$ cat config.mk
export PLATFORM = sky130hd
export DESIGN_NAME = mpd_fifo
export DESIGN_NICKNAME = d
export VERILOG_FILES = /design/src/hw/rtl/min_pool_downscale_macros.svh /design/src/hw/rtl/mpd_fifo.sv
export SDC_FILE = /design/constraint.sdc
export NUM_CORES = 1
export LEC_CHECK = 0
export BUFFER_PORTS_ARGS = -buffer_cell sky130_fd_sc_hd__buf_2
export CORE_MARGIN = 2
export CORE_UTILIZATION = 35
export DETAILED_ROUTE_END_ITERATION = 10
export HOLD_SLACK_MARGIN = 0.02
export PLACE_DENSITY_LB_ADDON = 0.1
export SETUP_SLACK_MARGIN = 0.15
export SLEW_MARGIN = 5
export SYNTH_ARGS = -nofsm -noshare
export SYNTH_HDL_FRONTEND = slang
export SYNTH_SLANG_ARGS = --single-unit
$ cat constraint.sdc
create_clock -name clk -period 2.4 [get_ports clk]
set_input_delay 0.24 -clock clk [delete_from_list [all_inputs] [get_ports clk]]
set_output_delay 0.24 -clock clk [all_outputs]
set_load 0.05 [all_outputs]
$ cat src/hw/rtl/min_pool_downscale_macros.svh
// Assertion macros for the min-pooling downscaler.
// Included by the top level; depends on nothing else.
`ifndef MIN_POOL_DOWNSCALE_MACROS_SVH
`define MIN_POOL_DOWNSCALE_MACROS_SVH
`ifndef SYNTHESIS
`define MPD_ASSERT_IMP(label, clk, rst_n, ante, cons) \
  label: assert property (@(posedge clk) disable iff (!rst_n) (ante) |-> (cons)) \
    else $error("min_pool_downscale: check failed");
`define MPD_ASSERT_NEXT(label, clk, rst_n, ante, cons) \
  label: assert property (@(posedge clk) disable iff (!rst_n) (ante) |=> (cons)) \
    else $error("min_pool_downscale: check failed");
`else
`define MPD_ASSERT_IMP(label, clk, rst_n, ante, cons)
`define MPD_ASSERT_NEXT(label, clk, rst_n, ante, cons)
`endif
`endif

$ cat src/hw/rtl/mpd_fifo.sv
// Small register-based queue with occupancy count.
// Used between the front and the back and on the result side; no package use.
module mpd_fifo #(
  parameter int WIDTH = 8,
  parameter int DEPTH = 4
) (
  input  logic                         clk,
  input  logic                         rst_n,
  input  logic                         push,
  input  logic [WIDTH-1:0]             wdata,
  output logic                         full,
  input  logic                         pop,
  output logic [WIDTH-1:0]             rdata,
  output logic                         empty,
  output logic [$clog2(DEPTH+1)-1:0]   count
);

  localparam int AW = (DEPTH > 1) ? $clog2(DEPTH) : 1;
  localparam int NW = $clog2(DEPTH+1);

  logic [WIDTH-1:0] mem_r [DEPTH];
  logic [AW-1:0]    wr_ptr_r;
  logic [AW-1:0]    rd_ptr_r;
  logic [NW-1:0]    count_r;
  logic             push_ok;
  logic             pop_ok;

  assign full    = (count_r == NW'(DEPTH));
  assign empty   = (count_r == '0);
  assign count   = count_r;
  assign rdata   = mem_r[rd_ptr_r];
  assign push_ok = push && !full;
  assign pop_ok  = pop && !empty;

  always_ff @(posedge clk) begin
    if (push_ok) begin
      mem_r[wr_ptr_r] <= wdata;
    end
  end

  always_ff @(posedge clk) begin
    if (!rst_n) begin
      wr_ptr_r <= '0;
      rd_ptr_r <= '0;
      count_r  <= '0;
    end else begin
      if (push_ok) begin
        wr_ptr_r <= (wr_ptr_r == AW'(DEPTH-1)) ? '0 : wr_ptr_r + 1'b1;
      end
      if (pop_ok) begin
        rd_ptr_r <= (rd_ptr_r == AW'(DEPTH-1)) ? '0 : rd_ptr_r + 1'b1;
      end
      if (push_ok && !pop_ok) begin
        count_r <= count_r + 1'b1;
      end else if (pop_ok && !push_ok) begin
        count_r <= count_r - 1'b1;
      end
    end
  end

endmodule

# After elaboration in Yosys (flattened, before gate mapping)
# Memories as Yosys holds them, arrays and structs flattened. A register that Yosys moved wholly into a read port is not among the register bits.
# Cells that the tools add are included.
[totals] ramBits=32 reg_bits=7 inputBits=12 mem_count=1
[memory_table] name="mem_r" depth=4 width=8 rd=1 rd_clocked_by_memory_dff=1 wr=1 line_no="mpd_fifo.sv:21" text="logic [WIDTH-1:0] mem_r [DEPTH];"
[op_classes] n_mux=8 eq_ne=3 n_reduce_logical=10 add_sub_neg=4
[ops] op="$mux W2" count=4
[ops] op="$mux W3" count=2
[ops] op="$add A2 B1 Y2 const B" count=2
[ops] op="$eq A2 B2 Y1 const B" count=2
[ops] op="$logic_and A1 B1 Y1" count=4
[ops] op="$logic_not A1 Y1" count=4
[ops] op="$add A3 B1 Y3 const B" count=1
[ops] op="$eq A3 B3 Y1 const B" count=1
[ops] op="$logic_not A3 Y1" count=1
[ops] op="$sub A3 B1 Y3 const B" count=1
[ops] op="$mux W1" count=2
[ops] op="$reduce_bool A2 Y1" count=1

# Depth between registers and ports, before layout
[logic_depth] depth_word=7 ltp_mapped=9

# Worst setup path before layout
# Ideal clock, no wire load.
[synth_timing] path_kind="register to register" from="register count_r[2] (netlist: count[2])" to="register count_r[2] (netlist: count[2])" slack_ns=-0.335 stages_incl_launch_ff=10 n_path_buf=1 setup_time_ns=0.076 t_required_ns=2.324 t_arrival_ns=2.660 synth_period_minus_slack_ns=2.735 path_cell_list="dfxtp_1 > nor3b_2 > nor2b_1 > buf_2 > ha_1 > inv_1 > fa_1 > xor2_1 > or3_1 > a21boi_0"
[synth_via] elab_chain_len=6
[synth_rtl] item="start, declared" line_no="mpd_fifo.sv:24" text="logic [NW-1:0] count_r;"
[synth_rtl] item="start signal, assigned" line_no="mpd_fifo.sv:54" text="count_r <= count_r + 1'b1;"
[synth_rtl] item="start signal, assigned" line_no="mpd_fifo.sv:56" text="count_r <= count_r - 1'b1;"
[synth_rtl] item="$eq A3 B3 Y1 *" line_no="mpd_fifo.sv:28" text="assign full = (count_r == NW'(DEPTH));"
[synth_rtl] item="named net full" line_no="mpd_fifo.sv:11" text="output logic full,"
[synth_rtl] item="$logic_not A1 Y1 *" line_no="mpd_fifo.sv:32" text="assign push_ok = push && !full;"
[synth_rtl] item="$logic_and A1 B1 Y1 *" line_no="mpd_fifo.sv:32"
[synth_rtl] item="named net push_ok" line_no="mpd_fifo.sv:25" text="logic push_ok;"
[synth_rtl] item="$logic_not A1 Y1" line_no="mpd_fifo.sv:55" text="end else if (pop_ok && !push_ok) begin"
[synth_rtl] item="$logic_and A1 B1 Y1" line_no="mpd_fifo.sv:55"
[synth_rtl] item="$reduce_bool A2 Y1 (no source line)"
# The timed path passes the listed nets; every way through them passes the cells marked *. The select of a mux whose other input is x is not followed.
# A chain may end at the register's enable or synchronous reset.

# Final worst setup path
[layout_timing] from="register count_r[1] (netlist: count[1])" to="register count_r[2] (netlist: count[2])"
[layout_via] elab_chain_len=6
[layout_rtl] item="parallel branches: the longest is 6 deep, another holds $sub A3 B1 Y3"
# Several ways; the timed one is not identified. The select of a mux whose other input is x is not followed.

==> metrics.md <==
| Metric | Value |
|---|---|
| Status | complete, no violations |
| RD Place Congestion | approximately 0.64 |
| Initial antenna violation count | 0 |
| Cell Pwr Density | 1140 nW/um^2 |
| FF+latch count, synth | ~40 |
| Most frequent cells in the layout | 32 x edfxtp_1, 24 x buf_2, 8 x mux4_2 |
| Pint | 1.34 mW |
| Hold Vio Cnt, Final | 0 |
| HP Class | in2reg |
| Post-CTS Hold Fix Bufs | 0 |
| Largest cells by area after synthesis | edfxtp_1 59%, dfxtp_1 11%, mux4_2 11% |
| Post-CTS resize count | 0 |
| Vias in the first global route | 871 |
| Cells after Synth | 93 |
| Switching portion of total power | between 30% and 40% |
| Endpoints failing setup | 0 |
| Area Growth Syn to Fin | 17.3% |
| WL final | roughly 2800 um |
| Synth warn | 0 |
| Post-Syn Area per Cell | roughly 18 um^2 |
| Setup TNS | 0 ns |
| Gr ovfl total | 0 |
| Switching power | approximately 840 uW |
| Drt drc | 0 |
| Total number of H-tree levels | 2 |
| Clk slew on worst S/H paths | 0.08 ns |
| Commonest non-fill, non-tap cell in the layout | edfxtp_1 |
| Clock sink total | 41 |
| Critical Path Start Type | flip-flop |
| Dpl ws | approximately 0.28 ns |
| Share of the synthesized area in the top cell type | just under 60% |
| Post-synth net total | approximately 110 |
| Combinational power share | between 30% and 40% |
| CP Data Required Time | ~2.6 ns |
| Max Cap Violations | 0 |
| Share of cells above drive strength 1 | 36.6% |
| Seq pwr share | between 40 and 50% |
| Clk root buf | clkbuf_8 |
| Core ar. | ~4400 um^2 |
| Vias per cell | 4.75 |
| Count of pins over their slew limit | 0 |
| CP Data Arrival Time | between 2 and 2.5 ns |
| Clk pwr share | around a fifth |
| Count of cell types in the netlist | 23 |
| Boundary Pins | 25 |
| Clock buffer depth | 2 |
| Die Wd | around 72 um |
| RSZ-0062 raised after global routing | false |
| Leakage | ~0.7 nW |
| Initial Util | approximately 37% |
| Fillcell total | roughly 400 |
| Worst Path Class, Setup | reg2reg |
| Core Rows | 24 |
| CTS buffer count | 5 |
| Setup slack after layout | approximately 0.30 ns |
| Worst slew margin | between 60% and 70% |
| Total GRT Usage | 11.5% |
| Maximum fanout along the worst path | 6 |
| Postcts setup bufs | 0 |
| Min Clock Period, post-route | about 2.1 ns |
| 1st-pass router iterations | 3 |
| Worst-skew pair later-pin latency | 0.29 ns |
| Vias post-DR | 832 |
| Die Y | roughly 72 um |
| TritonCTS clock tree | done |
| DR WL/cell | 15.8 um |
| Peak supply drop | between 0.5 and 0.6 mV |
| Synth Cell Area | roughly 1600 um^2 |
| Critical Path End Type | flip-flop |
| Antenna Nets Post-Route | 0 |
| Clock skew | 0.00616 ns |
| Largest net degree at the start of global routing | 13 |
| IO Port Bufs | 24 |
| First-pass GRT wire length | around 4200 um |
| Sequential share of the synthesized area | a little over two thirds |
| Dominant cell type by area after synthesis | edfxtp_1 |
| 1st-iter DRT viols | 27 |
| Final worst-path cycle share | 87.6% |
| Tightest Pin Transition | a little under 0.6 ns |
| Maximum clock rate | 476 MHz |
| Antenna diodes | 0 |
| Number of nets in the layout | around 140 |
| Die Area | ~5200 um^2 |
| Fin Hold WS | approximately 0.17 ns |
| DP HPWL | around 1900 um |
-- final cells by class --
class | instances | area [um^2] | share of cell area, %
multi-input combinational | 45 | 469 | 24.5
sequential | 41 | 1150 | 60.1
inverter | 3 | 11.3 | 0.589
clock inverter | 3 | 12.5 | 0.654
timing repair buffer | 26 | 135 | 7.07
tap | 52 | 65.1 | 3.40
clock buffer | 5 | 68.8 | 3.60
-- cell usage after synthesis (all sizes together) --
| library cell | number |
|---|---|
| nor3b | 1 |
| fa | 1 |
| clkbuf | 1 |
| mux2i | 3 |
| nor2 | 2 |
| ha | 6 |
| xor2 | 1 |
| o31ai | 1 |
| nand3 | 2 |
| xnor2 | 1 |
| inv | 3 |
| nand2 | 6 |
| nor3 | 1 |
| a21boi | 1 |
| dfxtp | 9 |
| o21ai | 3 |
| mux4 | 8 |
| buf | 3 |
| nor2b | 2 |
| edfxtp | 32 |
| and2 | 5 |
| or3 | 1 |
-- kinds of logic (layout without fill, tap and decap cells) --
logic type / count (synthesis) / in the layout / share of synthesized area, %
AOI/OAI and AO/OA: 5 / 5 / 1.84
xor gates and xnor gates: 2 / 2 / 1.07
adders and majority gates: 7 / 7 / 5.83
buffers and inverters: 7 / 37 / 1.76
DFF: 41 / 41 / 70.0
muxes: 11 / 11 / 12.9
and+or+nand+nor: 20 / 20 / 6.60
-- state kept, by name, indices dropped and copies added (netlist names), named ones only --
signal and count:
mem_r 32, rd_ptr_r 2, wr_ptr_r 2, count 3
-- critical path: stages (launching register included) --
cell	delay, ns
dfxtp_2	0.37
o31ai_1	0.33
ha_2	0.26
inv_1	0.05
fa_1	0.38
xor2_1	0.16
or3_1	0.30
a21boi_0	0.16
-- final timing paths --
check	start	endpoint	slack, ns	depth (start not counted)
setup / recovery	count[1]	count[2]	0.30	7
hold / removal	wdata[7]	mem_r[1][7]	0.17	1
setup reg to reg	count[1]	count[2]	0.30	7
hold reg to reg	wr_ptr_r[1]	wr_ptr_r[1]	0.50	2
-- metal layers --
layer  vias to the layer above  routed length [um]  track usage (%)
met1                       398                1200             12.1
met4                         0                  44             5.03
met2                        21                1400             20.4
met5                         -                   0                0
met3                         5                 125             4.31
li1                        408                   -                -
-- power groups by stage --
stage / combinational [mW] / sequential (mW) / clock [mW]
after floorplan: 0.605 / 1.01 / 0
after global placement: 0.781 / 1.00 / 0
after detailed placement: 0.785 / 1.01 / 0
after CTS: 0.789 / 0.994 / 0.434
after global routing: 0.829 / 1.01 / 0.464
final: 0.779 / 0.988 / 0.415
-- per-stage QoR --
step                util (%)  instance area [um^2]  instances  total power [mW]
finish                  43.3                  1910        175              2.18
global route            43.3                  1910        175              2.30
CTS                     43.3                  1910        175              2.22
detailed placement      41.5                  1830        167              1.80
global placement        41.5                  1830        167              1.78
floorplan                  -                  1650         93              1.61
Power figures use the tool's default switching activity.
