`src/hw/rtl/min_pool_downscale_macros.svh`:
```
// Assertion macros for the min-pooling downscaler.
// Included by the top level; depends on nothing else.
`ifndef MIN_POOL_DOWNSCALE_MACROS_SVH
`define MIN_POOL_DOWNSCALE_MACROS_SVH
`ifndef SYNTHESIS
`define MPD_ASSERT_IMP(label, clk, rst_n, ante, cons) \
  label: assert property (@(posedge clk) disable iff (!rst_n) (ante) |-> (cons)) \
    else $error("min_pool_downscale: check failed");
`define MPD_ASSERT_NEXT(label, clk, rst_n, ante, cons) \
  label: assert property (@(posedge clk) disable iff (!rst_n) (ante) |=> (cons)) \
    else $error("min_pool_downscale: check failed");
`else
`define MPD_ASSERT_IMP(label, clk, rst_n, ante, cons)
`define MPD_ASSERT_NEXT(label, clk, rst_n, ante, cons)
`endif
`endif

```
`src/hw/rtl/mpd_pkg.sv`:
```
// Shared types and constants of the min-pooling downscaler.
// Used by the top level, the front, the back and the testbench; depends on nothing.
package mpd_pkg;

  localparam int CFG_W     = 12;
  localparam int PIX_W     = 8;
  localparam int POS_W     = 11;
  localparam int APB_DW    = 32;
  localparam int APB_AW    = 4;
  localparam int MID_DEPTH = 4;
  localparam int OUT_DEPTH = 4;

  localparam logic [PIX_W-1:0] PIX_MAX = 8'hFF;

  localparam logic [CFG_W-1:0] RST_SRC_WIDTH  = 12'd640;
  localparam logic [CFG_W-1:0] RST_OUT_WIDTH  = 12'd320;
  localparam logic [CFG_W-1:0] RST_OUT_HEIGHT = 12'd240;
  localparam logic [CFG_W-1:0] RST_SCALE      = 12'd2;

  typedef enum logic [1:0] {
    REG_SRC_WIDTH  = 2'd0,
    REG_OUT_WIDTH  = 2'd1,
    REG_OUT_HEIGHT = 2'd2,
    REG_SCALE      = 2'd3
  } cfg_reg_t;

  typedef struct packed {
    logic [PIX_W-1:0] pixel;
    logic             frame_start;
  } in_item_t;

  typedef struct packed {
    logic [PIX_W-1:0] out_value;
    logic [POS_W-1:0] out_col;
    logic [POS_W-1:0] out_row;
    logic             last_of_frame;
  } out_item_t;

  // One finished block row segment, handed from the front to the back.
  typedef struct packed {
    logic [PIX_W-1:0] run_min;
    logic             first_row;
    logic             last_row;
    logic [POS_W-1:0] col;
    logic [POS_W-1:0] row;
    logic             last_of_frame;
  } op_t;

endpackage

```
`src/hw/rtl/mpd_front.sv`:
```
// Front end: raster position tracking and running minimum along a block row.
// Depends on mpd_pkg; emits one op per finished block row segment in the output area.
module mpd_front #(
  parameter int MAX_WIDTH = 2048
) (
  input  logic                               clk,
  input  logic                               rst_n,
  input  logic                               accept,
  input  mpd_pkg::in_item_t                  item,
  input  logic [$clog2(MAX_WIDTH+1)-1:0]     eff_sw,
  input  logic [$clog2(MAX_WIDTH+1)-1:0]     eff_ow,
  input  logic [$clog2(MAX_WIDTH+1)-1:0]     eff_oh,
  input  logic [$clog2(MAX_WIDTH+1)-1:0]     eff_s,
  output logic                               op_valid,
  output mpd_pkg::op_t                       op,
  output logic [$clog2(MAX_WIDTH)-1:0]       op_idx
);

  localparam int CW = $clog2(MAX_WIDTH+1);
  localparam int IW = $clog2(MAX_WIDTH);

  logic [IW-1:0]              src_col_r, src_col_nxt;
  logic [IW-1:0]              cib_r, cib_nxt;
  logic [IW-1:0]              rib_r, rib_nxt;
  logic [CW-1:0]              gc_r, gc_nxt;
  logic [CW-1:0]              gr_r, gr_nxt;
  logic [mpd_pkg::PIX_W-1:0]  run_min_r, run_min_nxt;

  logic [IW-1:0]              sc, cib, rib;
  logic [CW-1:0]              gc, gr;
  logic [mpd_pkg::PIX_W-1:0]  rm, px_min;
  logic                       active, end_col, last_row, row_end;

  always_comb begin
    // A frame start clears the position before this pixel is used.
    sc  = item.frame_start ? '0 : src_col_r;
    cib = item.frame_start ? '0 : cib_r;
    rib = item.frame_start ? '0 : rib_r;
    gc  = item.frame_start ? '0 : gc_r;
    gr  = item.frame_start ? '0 : gr_r;
    rm  = item.frame_start ? mpd_pkg::PIX_MAX : run_min_r;

    active   = (gr < eff_oh) && (gc < eff_ow);
    end_col  = (CW'(cib) + 1'b1) >= eff_s;
    last_row = (CW'(rib) + 1'b1) >= eff_s;
    row_end  = (CW'(sc) + 1'b1) >= eff_sw;
    px_min   = (item.pixel < rm) ? item.pixel : rm;

    op_valid         = accept && active && end_col;
    op.run_min       = px_min;
    op.first_row     = (rib == '0);
    op.last_row      = last_row;
    op.col           = mpd_pkg::POS_W'(gc);
    op.row           = mpd_pkg::POS_W'(gr);
    op.last_of_frame = (gc == eff_ow - 1'b1) && (gr == eff_oh - 1'b1);
    op_idx           = IW'(gc);

    run_min_nxt = active ? px_min : rm;
    if (active && end_col) begin
      run_min_nxt = mpd_pkg::PIX_MAX;
    end
    if (end_col) begin
      cib_nxt = '0;
      gc_nxt  = (gc < CW'(MAX_WIDTH)) ? gc + 1'b1 : gc;
    end else begin
      cib_nxt = cib + 1'b1;
      gc_nxt  = gc;
    end
    src_col_nxt = sc + 1'b1;
    rib_nxt     = rib;
    gr_nxt      = gr;
    if (row_end) begin
      src_col_nxt = '0;
      cib_nxt     = '0;
      gc_nxt      = '0;
      run_min_nxt = mpd_pkg::PIX_MAX;
      if (gr < eff_oh) begin
        if (last_row) begin
          rib_nxt = '0;
          gr_nxt  = gr + 1'b1;
        end else begin
          rib_nxt = rib + 1'b1;
        end
      end
    end
  end

  always_ff @(posedge clk) begin
    if (!rst_n) begin
      src_col_r <= '0;
      cib_r     <= '0;
      rib_r     <= '0;
      gc_r      <= '0;
      gr_r      <= '0;
      run_min_r <= mpd_pkg::PIX_MAX;
    end else if (accept) begin
      src_col_r <= src_col_nxt;
      cib_r     <= cib_nxt;
      rib_r     <= rib_nxt;
      gc_r      <= gc_nxt;
      gr_r      <= gr_nxt;
      run_min_r <= run_min_nxt;
    end
  end

endmodule

```
`config.mk`:
```
export PLATFORM = sky130hd
export DESIGN_NAME = mpd_front
export DESIGN_NICKNAME = d
export VERILOG_FILES = /design/src/hw/rtl/min_pool_downscale_macros.svh /design/src/hw/rtl/mpd_pkg.sv /design/src/hw/rtl/mpd_front.sv
export SDC_FILE = /design/constraint.sdc
export NUM_CORES = 1
export LEC_CHECK = 0
export BUFFER_PORTS_ARGS = -buffer_cell sky130_fd_sc_hd__buf_4
export CAP_MARGIN = 20
export CELL_PAD_IN_SITES_DETAIL_PLACEMENT = 1
export CELL_PAD_IN_SITES_GLOBAL_PLACEMENT = 1
export CORE_ASPECT_RATIO = 2
export CORE_UTILIZATION = 45
export DETAILED_ROUTE_END_ITERATION = 16
export HOLD_SLACK_MARGIN = 0.08
export PLACE_DENSITY_LB_ADDON = 0.1
export SKIP_LAST_GASP = 1
export SYNTH_ARGS = -nofsm -noshare
export SYNTH_HDL_FRONTEND = slang
export SYNTH_SLANG_ARGS = --single-unit
```
`constraint.sdc`:
```
create_clock -name clk -period 14 [get_ports clk]
set_input_delay 2.8 -clock clk [delete_from_list [all_inputs] [get_ports clk]]
set_output_delay 2.8 -clock clk [all_outputs]
set_load 0.01 [all_outputs]
```
# --- After elaboration in Yosys (flattened, before gate mapping) ---
# Cells that the tools add are included.
word_totals:
  regBits: 65
  latchBits: 0
  ram_bits: 0
  rom_bits: 0
  inputBits: 60
  out_inout_bits: 45
  wordCells: 53
  memories: 0
op_classes:
  add_sub_neg: 10
  mul: 0
  div_mod_pow: 0
  order_cmp: 7
  eq_ne: 2
  n_shift: 0
  n_mux: 22
  bitwise: 0
  n_reduce_logical: 6
op_table:
  columns: ["op", "n"]
  rows:
  - ["11-bit 2-to-1 mux", 9]
  - ["12-bit 2-to-1 mux", 8]
  - ["8-bit 2-to-1 mux", 5]
  - ["11-bit by 1-bit adder with 12-bit output (second input constant)", 3]
  - ["12-bit >= comparator", 3]
  - ["11-bit by 1-bit adder with 11-bit output (second input constant)", 3]
  - ["12-bit by 1-bit adder with 12-bit output (second input constant)", 2]
  - ["12-bit == test", 2]
  - ["12-bit less-than comparator", 2]
  - ["12-bit by 1-bit subtractor with 12-bit output (second input constant)", 2]
  - ["12-bit less-than comparator (second input constant)", 1]
  - ["11-bit zero test", 1]
  - ["8-bit less-than comparator", 1]
  - ["1-bit logical AND", 5]

# --- Logic depth before layout (Yosys ltp) ---
# Gate-level depths: netlist of run 1.
depth:
  ltp_word: 6
  mapped_depth: 22
  mapped_depth_nobuf: 17

# --- Worst setup path after synthesis of run 1 ---
# Ideal clock, no wire load.
synth_path:
  path_type: "input port to output port"
  startpoint: "in item[0] (netlist bit)"
  endpoint: "out op_valid"
  arrival_ps: 6180
  required_time_ps: 11200
  path_slack_ps: 5020
  cell_stages: 18
  path_buffers: 6
  cell_sequence: "clkbuf_1 clkbuf_1 buf_2 buf_2 buf_2 buf_1 nor2b_1 ha_1 nand3_1 nor3_1 xnor2_1 ha_1 nand2_1 nor3_1 a21oi_1 o21ai_1 and2_1 and3_1"
synth_via:
  elab_chain_cells: 5
  elab_cells_between_ends: 10
  cone_classes: "1 x add/sub; 3 x order compare; 3 x mux; 3 x reduce/logical"
synth_lines:
  columns: ["element", "line", "text"]
  rows:
  - ["start, declared", "mpd_front.sv:9", "input mpd_pkg::in_item_t item,"]
  - ["parallel branches: the longest is 4 deep, another holds 11-bit by 1-bit adder with 12-bit output", null, null]
  - ["1-bit logical AND (*)", "mpd_front.sv:49", "op_valid = accept && active && end_col;"]
  - ["end, declared", "mpd_front.sv:14", "output logic op_valid,"]
# Mark *: on every way between the ends.

# --- Worst setup path after layout of run 1 ---
# Ends and elaborated chain as after synthesis.

==> results.ini, run 1 <==
[grt]
grt_antenna_before_repair=0
gr-total-overflow=0
number_of_global_route_vias_before_repair=7161
grtUsageTotal=0.294
pin_count_of_the_biggest_net_entering_global_routing=66
grt_pass1_wl_mm=33.3

[sta]
setup_repair_after_global_routing_missed_its_margin=no
hold_viol=0
finalMaxSlewViolations=0
maxClockFrequency_mhz=107
worstMarginPinSlew_ns=0.929
setup_tns_ns=0
slew-limit-headroom=0.379
finalCritPeriodShare=0.665
setup_viol=0
finalCriticalPeriod_ns=9.31
final.setup_skew_ns=0.00923

[power_and_ir_drop]
power-per-cell-area_mw_per_mm2=71.4
ir_drop_uv=76.7
leakage_power_figure_nw=3.34
design_power_total_mw=0.520

[cts]
htreeDepth=3
post_cts_resized=0
cts_bufs_inserted=9
clkLatencyLatePin_ns=0.34
cts_root_buf=sky130_fd_sc_hd__clkbuf_16
max-clock-path-buffers=2
tritoncts=done
cts_sinks=65
cts_setup_buffers=0
worst_path_clk_slew_ns=0.05
cts.hold.buffers_added=0

[worst_setup_path]
cp_data_arrival_time_ns=6.51
r2r_cells=13
r2r-end=gc_r[3]$_SDFFE_PN0P_
r2r_setup_slack_ns=9.73
crit_fanout=65
worstSetupStartpointType=primary input
setup.worst_path.class=primary input to output pin
critPathLaunch=item[0]
critical_path.endpoint_type=output pin
crit-reg2reg-launch=cib_r[0]$_SDFFE_PN0P_
worst-endpoint-required_ns=11.20

[finish]
layout-area-overhead-vs-synth_pct=18.1
layout.cells.non_filler=1061
final_layout_size_suffix_gt1_frac=0.150
design.final.nets=1036
final_common_cell=sky130_fd_sc_hd__buf_4
final.fill_count=1734
leading_cell_types_in_the_layout_fill_and_taps_excluded=111 x sky130_fd_sc_hd__buf_4, 79 x sky130_fd_sc_hd__nor2_1, 75 x sky130_fd_sc_hd__ha_1
final_cell_area_sq_mm=0.00729
insertedDiodeCount=0

[floorplanning]
die_width_microns=84.8
die_y_extent_microns=168
std_cell_rows=60
total_i_o_pin_count=105
core_area_sq_mm=0.0134
die_area_sq_mm=0.0142
floorplan.initialDensity=0.459

[yosys]
ys_types=58
synthesis.area_sq_mm=0.00617
ys_dominant_reg_cell=sky130_fd_sc_hd__dfxtp_1
cell_count_after_synthesis=830
synth_enable_flop_cells=0
post_synth_and_or_nand_nor_area_fraction=0.273
area_share_of_xor_xnor_cells_in_the_synthesized_design=0.0752
yosys-mux-area-fraction=0.0197
yosys_warnings=0
postSynthRegisterBits=65
post_synth_fa_ha_maj_area_fraction=0.152
postSynthNetCount=965
asyncSetResetFlopFracSynth=0
mean_syn_cell_area_sq_um=7.44
synth_top_family_by_area=simple AND/OR/NAND/NOR gates
synth-seq-area-share=0.211
post_synthesis_compound_gate_area_fraction=0.185

[min_path]
holdCritStartpoint=gc_r[11]$_SDFFE_PN0P_
hold_path_class=flop to flop
worstHoldEndpoint=gc_r[11]$_SDFFE_PN0P_
worst_hold_path.num_cells=2

[place]
io_buffers=104
dp_hpwl_mm=16.0
placed_area_sq_mm=0.00694
dp_cells=1043
globalplace.congestion=0.859

[outcome]
outcome=complete, but fails checks
failing_checks=DRC

[job]
cap_viol_max_count=0

[routing]
wl_per_cell_microns=19.2
drt.antenna.violating_nets=0
drc=8
viasPerCell=6.08
route.final.wire_length_mm=20.3
drtPass1Iterations=11
detail_route.iter0.violations=241
route.vias.total=6452

## cells in the mapped netlist, types with 5 or more instances
library cell,n,area share
sky130_fd_sc_hd__a22oi_1,11,0.013
sky130_fd_sc_hd__ha_1,75,0.15
sky130_fd_sc_hd__nor2_1,79,0.048
sky130_fd_sc_hd__nand4_1,18,0.018
sky130_fd_sc_hd__buf_4,12,0.015
sky130_fd_sc_hd__a21oi_1,41,0.033
sky130_fd_sc_hd__o211ai_1,5,0.0061
sky130_fd_sc_hd__nor3_1,16,0.013
sky130_fd_sc_hd__a2bb2oi_1,8,0.011
sky130_fd_sc_hd__clkbuf_1,29,0.018
sky130_fd_sc_hd__a21o_1,9,0.011
sky130_fd_sc_hd__and3_1,14,0.014
sky130_fd_sc_hd__xor2_1,20,0.028
sky130_fd_sc_hd__buf_2,6,0.0049
sky130_fd_sc_hd__xnor2_1,33,0.047
sky130_fd_sc_hd__a31o_2,5,0.0071
sky130_fd_sc_hd__dfxtp_1,65,0.21
sky130_fd_sc_hd__a32o_1,6,0.0097
sky130_fd_sc_hd__o21ai_0,30,0.024
sky130_fd_sc_hd__and2_1,8,0.0081
sky130_fd_sc_hd__nor2b_1,35,0.035
sky130_fd_sc_hd__nand2b_1,5,0.0051
sky130_fd_sc_hd__inv_1,72,0.044
sky130_fd_sc_hd__or3_1,5,0.0051
sky130_fd_sc_hd__nor4_1,10,0.010
sky130_fd_sc_hd__nand3_1,63,0.051
sky130_fd_sc_hd__nand2_1,58,0.035
sky130_fd_sc_hd__o31ai_1,5,0.0061
sky130_fd_sc_hd__a31oi_1,12,0.012
sky130_fd_sc_hd__a211oi_1,10,0.012
sky130_fd_sc_hd__mux2i_1,11,0.018
## kinds of logic after synthesis
| logic type | after synthesis |
|---|---|
| AO/OA/AOI/OAI | 170 |
| XOR/XNOR | 53 |
| adder cells (fa/ha/maj) | 75 |
| buffers and inverters | 123 |
| flip-flops | 65 |
| multiplexers | 12 |
| AND/OR/NAND/NOR | 332 |
## how the worst max path moves through the flow
| stage | slack [ns] | end |
|---|---|---|
| 2_1_floorplan | 5.02 | op_valid |
| 3_3_place_gp | 4.93 | op_valid |
| 3_5_place_dp | 4.81 | op_valid |
| 4_1_cts | 4.77 | op_valid |
| 5_1_grt | 4.54 | op_valid |
| 6_report | 4.69 | op_valid |
## registers in the layout (all words and copies together) (netlist names)
register	flops
run_min_r	8
gc_r	12
src_col_r	11
cib_r	11
rib_r	11
gr_r	12
## report_power, final
part	switching, mW	internal [mW]	leakage (nW)
combinational	0.0461	0.0333	2.66
sequential	0.00216	0.188	0.526
clock	0.0854	0.166	0.155
total	0.134	0.387	3.34
## worst max-delay path: stages
cell,delay [ns]
sky130_fd_sc_hd__buf_4,0.30
sky130_fd_sc_hd__inv_1,0.54
sky130_fd_sc_hd__nand2_1,0.17
sky130_fd_sc_hd__or3_1,0.44
sky130_fd_sc_hd__or3_1,0.38
sky130_fd_sc_hd__a21oi_1,0.21
sky130_fd_sc_hd__ha_1,0.29
sky130_fd_sc_hd__a21o_1,0.18
sky130_fd_sc_hd__a211oi_1,0.23
sky130_fd_sc_hd__o21ai_1,0.27
sky130_fd_sc_hd__and2_1,0.25
sky130_fd_sc_hd__and3_1,0.22
sky130_fd_sc_hd__buf_4,0.16
## cell type report
cell class | instances | area [sq um] | share of cell area
clock buffers | 12 | 256 | 0.0352
clock inverters | 4 | 75.1 | 0.0103
inverters | 72 | 270 | 0.0371
multi-input cells | 642 | 4360 | 0.598
flip-flops and latches | 65 | 1300 | 0.179
well taps | 155 | 194 | 0.0266
repair buffers | 111 | 833 | 0.114
## stage by stage
| step | util | setup WS, ns | hold WS (ns) |
|---|---|---|---|
| 5_1_grt | 0.542 | 4.54 | 0.509 |
| 3_5_place_dp | 0.516 | 4.81 | 0.470 |
| 2_1_floorplan | - | 5.02 | 0.441 |
| 6_report | 0.542 | 4.69 | 0.479 |
| 4_1_cts | 0.541 | 4.77 | 0.478 |
| 3_3_place_gp | 0.516 | 4.93 | 0.455 |
## layer usage
layer | vias to the layer above | global-route usage | part of all wire
li1 | 3091 | - | -
met3 | 65 | 0.0310 | 0.028
met4 | 0 | 0.161 | 0.048
met1 | 3129 | 0.263 | 0.34
met5 | - | 0 | 0
met2 | 167 | 0.612 | 0.58
Power figures use the tool's default switching activity.
==> inputs of run 2 (changes only) <==
--- a/config.mk
+++ b/config.mk
@@ -10,7 +10,7 @@
 export CELL_PAD_IN_SITES_DETAIL_PLACEMENT = 1
 export CELL_PAD_IN_SITES_GLOBAL_PLACEMENT = 1
 export CORE_ASPECT_RATIO = 2
-export CORE_UTILIZATION = 45
+export CORE_UTILIZATION = 42
 export DETAILED_ROUTE_END_ITERATION = 16
 export HOLD_SLACK_MARGIN = 0.08
 export PLACE_DENSITY_LB_ADDON = 0.1
==> constraint.sdc (replaced) <==
create_clock -name clk -period 9.65 [get_ports clk]
set_input_delay 1.93 -clock clk [delete_from_list [all_inputs] [get_ports clk]]
set_output_delay 1.93 -clock clk [all_outputs]
set_load 0.01 [all_outputs]
==> run 2 against run 1 <==
Against the previous run:
- the run now ends clean
- total power increased by 42%
- worst hold slack got worse by 0.0087 ns
- core utilization fell by 3.2 points
- register-to-register slack got worse by 4.4 ns
- flip-flop and latch count is the same
- die area up 7.0%
- cell area is 0.41% higher
- clock power is 38% higher
- count of clock-buffer cells in the layout rose by 1
==> results.ini, run 2 (synthesis results as in run 1) <==
[grt]
grtUsageTotal=0.275  ; -0.0189
number_of_global_route_vias_before_repair=7066  ; -1.3%
gr-total-overflow=0  ; unchanged
grt_pass1_wl_mm=33.1  ; -0.62%
pin_count_of_the_biggest_net_entering_global_routing=66  ; unchanged
grt_antenna_before_repair=0  ; unchanged

[place]
io_buffers=104  ; unchanged
dp_worst_setup_slack_ns=2.15  ; -2.66 ns
globalplace.congestion=0.878  ; +2.3%
dp_hpwl_mm=15.9  ; -0.38%

[cts]
cts_sinks=65  ; unchanged
cts.hold.buffers_added=0  ; unchanged
clkLatencyLatePin_ns=0.34  ; about the same
tritoncts=done
max-clock-path-buffers=2  ; unchanged
worst_path_clk_slew_ns=0.05  ; about the same
cts_root_buf=sky130_fd_sc_hd__clkbuf_16
cts_bufs_inserted=9  ; unchanged
post_cts_resized=0  ; unchanged
cts_setup_buffers=0  ; unchanged
htreeDepth=3  ; unchanged

[finish]
final_common_cell=sky130_fd_sc_hd__buf_4
largest_registers=gc_r: 12 flops, gr_r: 12 flops
final_layout_size_suffix_gt1_frac=0.150  ; +0.000166
insertedDiodeCount=0  ; unchanged
final.fill_count=1817  ; +4.8%
design.final.nets=1036  ; unchanged
layout-area-overhead-vs-synth_pct=18.5
leading_cell_types_in_the_layout_fill_and_taps_excluded=111 x sky130_fd_sc_hd__buf_4, 79 x sky130_fd_sc_hd__nor2_1, 75 x sky130_fd_sc_hd__ha_1

[sta]
setup_tns_ns=0  ; unchanged
finalCritPeriodShare=0.775
finalMaxSlewViolations=0  ; unchanged
setup_repair_after_global_routing_missed_its_margin=no
final.setup_skew_ns=0.00638  ; -0.00285 ns
finalCriticalPeriod_ns=7.48
setup_viol=0  ; unchanged
worstMarginPinSlew_ns=0.898  ; -0.0309 ns
hold_viol=0  ; unchanged
slew-limit-headroom=0.400  ; +0.0206
maxClockFrequency_mhz=134
fin_ws_ns=2.17  ; -2.52 ns

[worst_setup_path]
crit_path_frequent_cell=sky130_fd_sc_hd__buf_4
crit_buf_inv=3  ; unchanged
critical_path.endpoint_type=output pin
critical_path.max_stage_delay_ns=0.69  ; +0.15 ns
worst-endpoint-required_ns=7.72  ; -3.48 ns
setup.worst_path.class=primary input to output pin
cp_data_arrival_time_ns=5.55  ; -0.96 ns
crit_fanout=65  ; unchanged
critPathTopFamily=simple AND/OR/NAND/NOR gates
cell_at_the_slowest_stage_of_the_critical_path=sky130_fd_sc_hd__nor4b_1
worstSetupStartpointType=primary input
path_cells=buf_4 -> inv_1 -> nand2_1 -> ha_1 -> nor2b_1 -> o211ai_1 -> a211oi_1 -> or4b_1 -> nor4b_1 -> and3_1 -> buf_4

[routing]
viasPerCell=5.94  ; -2.3%
wl_per_cell_microns=18.3  ; -4.2%
drc=0  ; -8
drt.antenna.violating_nets=0  ; unchanged
route.final.wire_length_mm=20.1  ; -0.99%
route.vias.total=6520  ; +1.1%
detail_route.iter0.violations=330  ; +37%
drtPass1Iterations=4  ; -7

[floorplanning]
std_cell_rows=62  ; +3.3%
die_area_sq_mm=0.0152  ; +7.0%
die_width_microns=87.7  ; +3.4%
core_area_sq_mm=0.0144  ; +6.8%
total_i_o_pin_count=105  ; unchanged
die_y_extent_microns=173  ; +3.5%
floorplan.initialDensity=0.430  ; -0.0292

[power_and_ir_drop]
ir_drop_uv=84.4  ; +10%
power-per-cell-area_mw_per_mm2=101  ; +41%
leakage_power_figure_nw=3.34  ; about the same
design_power_total_mw=0.737  ; +42%

[outcome]
outcome=complete, no violations

[job]
cap_viol_max_count=0  ; unchanged

[min_path]
hold_path_class=flop to flop

==> run 2: through the flow <==
step                      std cells   util  cell area (sq um)  hold slack (ns)
after CTS                      1095  0.509               7300            0.471
after detailed placement       1080  0.487               6990            0.464
after global placement         1080  0.487               6990            0.453
after global routing           1097  0.510               7320            0.488
final                          1097  0.510               7320            0.470
after floorplan                 830      -               6170            0.441
==> run 2: final cells by class <==
type / instances / area (sq um) / share of cell area
Inverter: 72 / 270 / 0.0369
Multi-Input combinational cell: 642 / 4360 / 0.595
Tap cell: 192 / 240 / 0.0328
Sequential cell: 65 / 1300 / 0.178
Clock inverter: 2 / 35.0 / 0.00479
Timing Repair Buffer: 111 / 833 / 0.114
Clock buffer: 13 / 280 / 0.0383
==> run 2: path summary, 6_finish.rpt <==
| check | from | endpoint | slack (ns) | cells after the start |
|---|---|---|---|---|
| max | item[0] | op_valid | 2.17 | 11 |
| min | gc_r[11]$_SDFFE_PN0P_ | gc_r[11]$_SDFFE_PN0P_ | 0.47 | 2 |
| max reg2reg | rib_r[0]$_SDFFE_PN0P_ | rib_r[10]$_SDFFE_PN0P_ | 5.38 | 17 |
| min reg2reg | gc_r[11]$_SDFFE_PN0P_ | gc_r[11]$_SDFFE_PN0P_ | 0.47 | 2 |
==> run 2: routing by layer <==
| layer | vias to the layer above | wire (microns) | global-route usage |
|---|---|---|---|
| li1 | 3092 | - | - |
| met1 | 3197 | 6780 | 0.250 |
| met2 | 171 | 11700 | 0.544 |
| met3 | 60 | 651 | 0.0362 |
| met4 | 0 | 991 | 0.161 |
| met5 | - | 0 | 0 |
==> run 2: tightest hold or removal path, stage by stage (launching register included) <==
cell and delay (ns):
sky130_fd_sc_hd__dfxtp_1 0.32, sky130_fd_sc_hd__nand2_1 0.06, sky130_fd_sc_hd__a21oi_1 0.05
==> run 2: report_power, final <==
part	total (mW)	internal, mW	switching [mW]
Combinational	0.115	0.0482	0.0667
Clock	0.347	0.226	0.120
Sequential	0.275	0.272	0.00294
Total	0.737	0.547	0.190
==> inputs of run 3 (changes only) <==
--- a/config.mk
+++ b/config.mk
@@ -10,7 +10,7 @@
 export CELL_PAD_IN_SITES_DETAIL_PLACEMENT = 1
 export CELL_PAD_IN_SITES_GLOBAL_PLACEMENT = 1
 export CORE_ASPECT_RATIO = 2
-export CORE_UTILIZATION = 42
+export CORE_UTILIZATION = 38
 export DETAILED_ROUTE_END_ITERATION = 16
 export HOLD_SLACK_MARGIN = 0.08
 export PLACE_DENSITY_LB_ADDON = 0.1
==> constraint.sdc (replaced) <==
create_clock -name clk -period 6.5 [get_ports clk]
set_input_delay 1.3 -clock clk [delete_from_list [all_inputs] [get_ports clk]]
set_output_delay 1.3 -clock clk [all_outputs]
set_load 0.01 [all_outputs]
==> run 3 against run 2 <==
Against the previous run:
- first-iteration DRC count shrank 43%
- sequential share of layout area down 0.094 points
- flip-flop and latch count is the same
- sequential power rose by 48%
- worst setup slack lost 1.4 ns
- critical path depth rose by 4
- global-route usage shrank 2.1 points
- largest cell class unchanged
==> results.ini, run 3 (synthesis results as in run 1) <==
[worst_setup_path]
r2r-end=rib_r[3]$_SDFFE_PN0P_
r2r_setup_slack_ns=2.15  ; -3.23 ns
cp_data_arrival_time_ns=4.47  ; -1.08 ns
crit_fanout=30  ; -54%
r2r_cells=18  ; +1
worst_setup_path_endpoint=op[23]
setup.worst_path.class=primary input to output pin
worst-endpoint-required_ns=5.20  ; -2.52 ns
worstSetupStartpointType=primary input
crit-reg2reg-launch=rib_r[0]$_SDFFE_PN0P_
critPathLaunch=item[0]
critical_path.endpoint_type=output pin

[sta]
finalMaxSlewViolations=0  ; unchanged
maxClockFrequency_mhz=173
setup_repair_after_global_routing_missed_its_margin=no
setup_viol=0  ; unchanged
slew-limit-headroom=0.386  ; -0.0137
final.setup_skew_ns=0.00818  ; +0.00180 ns
hold_viol=0  ; unchanged
setup_tns_ns=0  ; unchanged
worstMarginPinSlew_ns=0.919  ; +0.0205 ns
finalCritPeriodShare=0.888
finalCriticalPeriod_ns=5.77

[grt]
pin_count_of_the_biggest_net_entering_global_routing=44  ; -33%
grtUsageTotal=0.254  ; -0.0210
grt_pass1_wl_mm=33.6  ; +1.5%
number_of_global_route_vias_before_repair=7057  ; -0.13%
gr-total-overflow=0  ; unchanged
grt_antenna_before_repair=0  ; unchanged

[cts]
tritoncts=done
clkLatencyLatePin_ns=0.34  ; about the same
cts.hold.buffers_added=0  ; unchanged
max-clock-path-buffers=2  ; unchanged
cts_root_buf=sky130_fd_sc_hd__clkbuf_16
cts_bufs_inserted=9  ; unchanged
worst_path_clk_slew_ns=0.05  ; about the same
htreeDepth=3  ; unchanged
cts_sinks=65  ; unchanged
cts_setup_buffers=0  ; unchanged
post_cts_resized=0  ; unchanged

[floorplanning]
std_cell_rows=65  ; +4.8%
die_y_extent_microns=182  ; +5.1%
total_i_o_pin_count=105  ; unchanged
core_area_sq_mm=0.0159  ; +11%
floorplan.initialDensity=0.389  ; -0.0409
die_area_sq_mm=0.0168  ; +10%
die_width_microns=92.1  ; +5.0%

[power_and_ir_drop]
ir_drop_uv=109  ; +30%
leakage_power_figure_nw=3.36  ; +0.57%
design_power_total_mw=1.07  ; +45%
power-per-cell-area_mw_per_mm2=146  ; +44%

[place]
io_buffers=104  ; unchanged
dp_cells=1098  ; +1.7%
dp_hpwl_mm=16.3  ; +2.4%
globalplace.congestion=0.865  ; -1.6%

[finish]
design.final.nets=1043  ; +0.68%
layout.cells.non_filler=1114  ; +1.5%
leading_cell_types_in_the_layout_fill_and_taps_excluded=118 x sky130_fd_sc_hd__buf_4, 79 x sky130_fd_sc_hd__nor2_1, 75 x sky130_fd_sc_hd__ha_1
insertedDiodeCount=0  ; unchanged
final_common_cell=sky130_fd_sc_hd__buf_4
final_layout_size_suffix_gt1_frac=0.154  ; +0.00416
layout-area-overhead-vs-synth_pct=19.2
largest_registers=gc_r: 12 flops, gr_r: 12 flops

[routing]
drt.antenna.violating_nets=0  ; unchanged
viasPerCell=5.78  ; -2.7%
route.vias.total=6440  ; -1.2%
wl_per_cell_microns=18.6  ; +1.6%
route.final.wire_length_mm=20.8  ; +3.2%
drc=0  ; unchanged
detail_route.iter0.violations=187  ; -43%
drtPass1Iterations=4  ; unchanged

[outcome]
outcome=complete, no violations

[min_path]
worst_hold_path.num_cells=2  ; unchanged
hold_path_class=flop to flop

[job]
cap_viol_max_count=0  ; unchanged

run 3: power breakdown:
| group | total [mW] | leakage, nW | switching, mW | internal, mW |
|---|---|---|---|---|
| logic | 0.172 | 2.69 | 0.0990 | 0.0728 |
| clock network | 0.490 | 0.144 | 0.183 | 0.307 |
| registers | 0.408 | 0.526 | 0.00408 | 0.404 |
| total | 1.07 | 3.36 | 0.287 | 0.784 |
run 3: worst max-delay path, stage by stage:
cell and delay, ns:
sky130_fd_sc_hd__buf_4 0.23, sky130_fd_sc_hd__nor2b_1 0.24, sky130_fd_sc_hd__ha_1 0.27, sky130_fd_sc_hd__and3_1 0.26, sky130_fd_sc_hd__and3_1 0.29, sky130_fd_sc_hd__nand3_1 0.13
sky130_fd_sc_hd__xor2_1 0.15, sky130_fd_sc_hd__nor2_1 0.08, sky130_fd_sc_hd__ha_1 0.21, sky130_fd_sc_hd__a21o_1 0.18, sky130_fd_sc_hd__a21oi_1 0.21, sky130_fd_sc_hd__nand4b_1 0.14
sky130_fd_sc_hd__o21ai_1 0.49, sky130_fd_sc_hd__inv_1 0.13, sky130_fd_sc_hd__buf_4 0.17
run 3: how the worst min path moves through the flow:
stage	slack [ns]	to	from
3_3_place_gp	0.46	gc_r[2]$_SDFFE_PN0P_	gc_r[2]$_SDFFE_PN0P_
2_1_floorplan	0.44	gc_r[11]$_SDFFE_PN0P_	gc_r[11]$_SDFFE_PN0P_
4_1_cts	0.48	gr_r[1]$_SDFFE_PN0P_	gr_r[1]$_SDFFE_PN0P_
3_5_place_dp	0.47	gr_r[1]$_SDFFE_PN0P_	gr_r[1]$_SDFFE_PN0P_
5_1_grt	0.50	gc_r[11]$_SDFFE_PN0P_	gc_r[11]$_SDFFE_PN0P_
6_report	0.47	gr_r[1]$_SDFFE_PN0P_	gr_r[1]$_SDFFE_PN0P_
run 3: area by class of cell:
class	instances	area, sq um
clock buffers	13	250
clock inverters	3	40.0
fillers	2018	8500
inverters	72	270
multi-input cells	642	4360
flip-flops and latches	65	1300
well taps	201	251
repair buffers	118	886
run 3: per-layer routing:
layer	up-vias	global-route usage	part of all wire
li1	3097	-	-
met1	3150	0.220	0.34
met2	145	0.532	0.58
met3	48	0.0300	0.025
met4	0	0.144	0.050
met5	-	0	0
run 3: stage by stage:
step                      hold WS (ns)  utilization  cell area [sq um]  setup WS (ns)
after floorplan                  0.441            -               6170          0.520
after global placement           0.456        0.446               7070          0.895
after detailed placement         0.469        0.446               7070          0.770
after CTS                        0.477        0.464               7360          0.737
after global routing             0.501        0.464               7360          0.382
final                            0.472        0.464               7360          0.726
